**config.mk**
```make
export PLATFORM = sky130hd
export DESIGN_NAME = tqcr_ram
export DESIGN_NICKNAME = d
export VERILOG_FILES = /design/src/rtl/core/tqcr_ram.sv
export SDC_FILE = /design/constraint.sdc
export NUM_CORES = 1
export LEC_CHECK = 0
export BUFFER_PORTS_ARGS = -buffer_cell sky130_fd_sc_hd__buf_2
export CORE_ASPECT_RATIO = 0.5
export CORE_MARGIN = 2
export CORE_UTILIZATION = 23
export CTS_CLUSTER_DIAMETER = 80
export DETAILED_ROUTE_END_ITERATION = 8
export HOLD_SLACK_MARGIN = 0.1
export PLACE_DENSITY_LB_ADDON = 0.05
export SLEW_MARGIN = 10
export SYNTH_ARGS = -nofsm -noshare
export SYNTH_HDL_FRONTEND = slang
export SYNTH_SLANG_ARGS = --single-unit
```
**constraint.sdc**
```tcl
create_clock -name clk -period 1.83 [get_ports clk]
set_input_delay 0.366 -clock clk [delete_from_list [all_inputs] [get_ports clk]]
set_output_delay 0.366 -clock clk [all_outputs]
set_load 0.02 [all_outputs]
```
**src/rtl/core/tqcr_ram.sv**
```systemverilog
`timescale 1ns / 1ps
// ----------------------------------------------------------------------------
// tqcr_ram
// generic single port ram with registered read
// ----------------------------------------------------------------------------
module tqcr_ram #(
    parameter int WIDTH = 8,
    parameter int DEPTH = 16
) (
    input  logic                     clk,
    input  logic                     we,
    input  logic [$clog2(DEPTH)-1:0] addr,
    input  logic [WIDTH-1:0]         wdata,
    output logic [WIDTH-1:0]         rdata
);
    logic [WIDTH-1:0] mem [DEPTH];

    always_ff @(posedge clk)
    begin
        if (we)
        begin
            mem[addr] <= wdata;
        end
        rdata <= mem[addr];
    end
endmodule

```
==> flow_metrics.py <==
metrics = {
    "grt": {
        "grt_pass1_vias": 2623,
        "grt_pass1_wl_um": 17400,
        "grt-ovfl-total": 0,
        "track_usage_pct": 10.7,
        "grt_max_degree": 30,
        "antenna_found_initial": 0,
    },
    "place": {
        "dpl_cell_area_um2": 5750,
        "port_buffers": 21,
        "placed_cells": 567,
        "dpl.hpwl_um": 8240,
        "gp_congestion": 0.748,
    },
    "finish": {
        "diodes": 0,
        "fin_nets": 300,
        "mostFrequentLayoutCell": "edfxtp_1",
        "syn2layout_area_growth_pct": 25.5,
        "drive_gt1_share_pct": 37.8,
        "instances_no_fill": 599,
        "final_cell_mix": "128 x edfxtp_1, 32 x mux4_2, 23 x buf_4",
        "design_area_um2": 6360,
    },
    "clock_network": {
        "clock_path_buffers": 2,
        "clkLatencyLatePin_ns": 0.41,
        "clkSinkCount": 136,
        "postCtsHoldBufs": 0,
        "tritoncts": "built",
        "cts_max_level": 4,
        "postCtsSetupRepairBufs": 0,
        "root_buffer": "clkbuf_16",
        "cts_resized": 0,
        "cts_inserted_buffers": 17,
        "clk_pin_slew_ns": 0.06,
    },
    "floorplanning": {
        "start_util_pct": 23.4,
        "ios": 22,
        "rows": 38,
        "dieArea_um2": 23300,
        "coreArea_um2": 21600,
        "die_w_um": 214,
        "die_height_um": 109,
    },
    "min_path": {
        "hp-start": "wdata[7]",
        "min_to": "mem[5][7]$_DFFE_PP_",
        "min_path_cells": 1,
        "worstHoldPathType": "in -> reg",
    },
    "detailed_routing": {
        "met3_length_um": 424,
        "routed-via-count": 2481,
        "routed_wl_um": 11600,
        "drcViolationCount": 0,
        "drt_pass1_iterations": 4,
        "routed.top_layer": "met4",
        "routed_via_density": 4.14,
        "drt_iter0_drc": 171,
        "met1Wirelength_um": 6080,
        "ant_nets": 0,
        "avgRoutedWirePerCell_um": 19.4,
        "met2_wirelength_um": 5040,
    },
    "timing": {
        "fin_skew_ns": 0.00924,
        "fin_crit_ns": 1.43,
        "finalSetupViolations": 0,
        "fin_tns_setup_ns": 0,
        "max_freq_ghz": 0.699,
        "finalHoldViolCount": 0,
        "tightestPinTransition_ns": 0.995,
        "slew_viol_final": 0,
        "rsz0062_at_grt": "false",
        "maxSlewHeadroom_pct": 33.5,
        "finalCritPeriodShare_pct": 78.2,
    },
    "synth": {
        "ys_seq_area_share_pct": 79.0,
        "synthTopCellsByArea": "edfxtp_1 76%, mux4_2 14%, dfxtp_1 3.2%, a22oi_1 2.4%, nor2_1 0.96%",
        "yosysTopAreaCell": "edfxtp_1",
        "ys_ff_latch": 136,
        "avgSynthCellArea_um2": 22.0,
        "synth_top_cell_area_share_pct": 75.9,
        "syn-num-nets": 244,
        "yosysUniqueCellTypes": 18,
        "ys_warn_count": 0,
        "synthCells": 230,
        "synth_area_um2": 5070,
    },
    "worst_setup_path": {
        "crit_family": "flip-flops",
        "cp.arrival_ns": 1.06,
        "crit_slowest_cell": "dfxtp_1",
        "worst-path-buf-inv": 1,
        "rrSetupSlack_ns": 0.50,
        "crit_type": "reg -> out",
        "path_cells": "buf_2",
        "r2r_end": "rdata[3]$_DFF_P_",
        "critPathRequiredTime_ns": 1.46,
        "crit_fanout": 1,
        "slowest_delay_ns": 0.44,
        "worstSetupEndpointType": "output pin",
        "worstSetupStartpointType": "flop",
        "r2r.worst_path.cells": 3,
        "timing.rr.start": "mem[9][3]$_DFFE_PP_",
    },
    "power": {
        "power.density_nw_per_um2": 1160,
        "power.total_mw": 7.38,
        "p_leak_nw": 2.07,
        "peakVddDrop_mv": 0.593,
    },
    "status": {
        "status": "complete, no violations",
    },
    "flow_run": {
        "cap_violations": 0,
    },
}
-- report_power, final --
group | total, mW | internal [mW] | switching (mW)
clock network | 3.50 | 2.20 | 1.30
registers | 3.51 | 3.48 | 0.0315
logic | 0.371 | 0.153 | 0.218
-- layer usage --
metal  track usage [%]  up-vias
met5                 0        -
met4              3.90        0
met3              3.21       10
met2              15.3       35
met1              15.4     1358
li1                  -     1078
-- synth_stat cells --
cell        n
dfxtp_1     8
nor3_1      4
buf_1       4
edfxtp_1  128
buf_6       2
nand2_1     9
nor2_1     13
mux4_2     32
clkbuf_1    2
clkbuf_2    1
a22oi_1    16
nand3b_1    2
and2_1      1
buf_2       2
nand3_1     1
nand2b_1    2
nor2b_1     2
or3b_2      1
-- cell type report --
class | instances | area (um2)
well taps | 300 | 375
clock buffers | 19 | 443
clock inverters | 13 | 169
multi-input cells | 83 | 1010
repair buffers | 48 | 358
fillers | 2113 | 15300
flip-flops and latches | 136 | 4000
-- worst reg2reg max path, stage by stage, from the launching register on --
cell      delay, ns
edfxtp_1       0.37
mux4_2         0.49
a22oi_1        0.25
nand2_1        0.11
-- through the flow --
step / setup slack (ns) / hold slack, ns / utilization (%)
5_1_grt: 0.352 / 0.332 / 29.4
3_3_place_gp: -0.00178 / 0.659 / 26.6
6_report: 0.400 / 0.340 / 29.4
3_5_place_dp: 0.0422 / 0.666 / 26.6
2_1_floorplan: 0.0259 / 0.465 / -
4_1_cts: 0.379 / 0.325 / 29.4
-- cells by family (layout without fill, tap and decap cells) --
group	after synthesis	count (layout)	share of synthesized area, %
buffers and inverters	11	80	1.19
multiplexers	32	32	14.2
AO/OA/AOI/OAI	16	16	2.37
flip-flops	136	136	79.0
AND/OR/NAND/NOR	35	35	3.21
-- worst max path at each step --
stage,startpoint,to,depth (start not counted)
6_report,rdata[2]$_DFF_P_,rdata[2],1
5_1_grt,rdata[7]$_DFF_P_,rdata[7],1
3_5_place_dp,addr[0],rdata[6]$_DFF_P_,5
3_3_place_gp,addr[0],rdata[3]$_DFF_P_,5
2_1_floorplan,addr[1],mem[12][0]$_DFFE_PP_,3
4_1_cts,rdata[2]$_DFF_P_,rdata[2],1
-- registers in the layout, summed over array words and instances (netlist names) --
name,cells
mem,128
rdata,8
No activity file was read; power rests on OpenSTA's default activity.
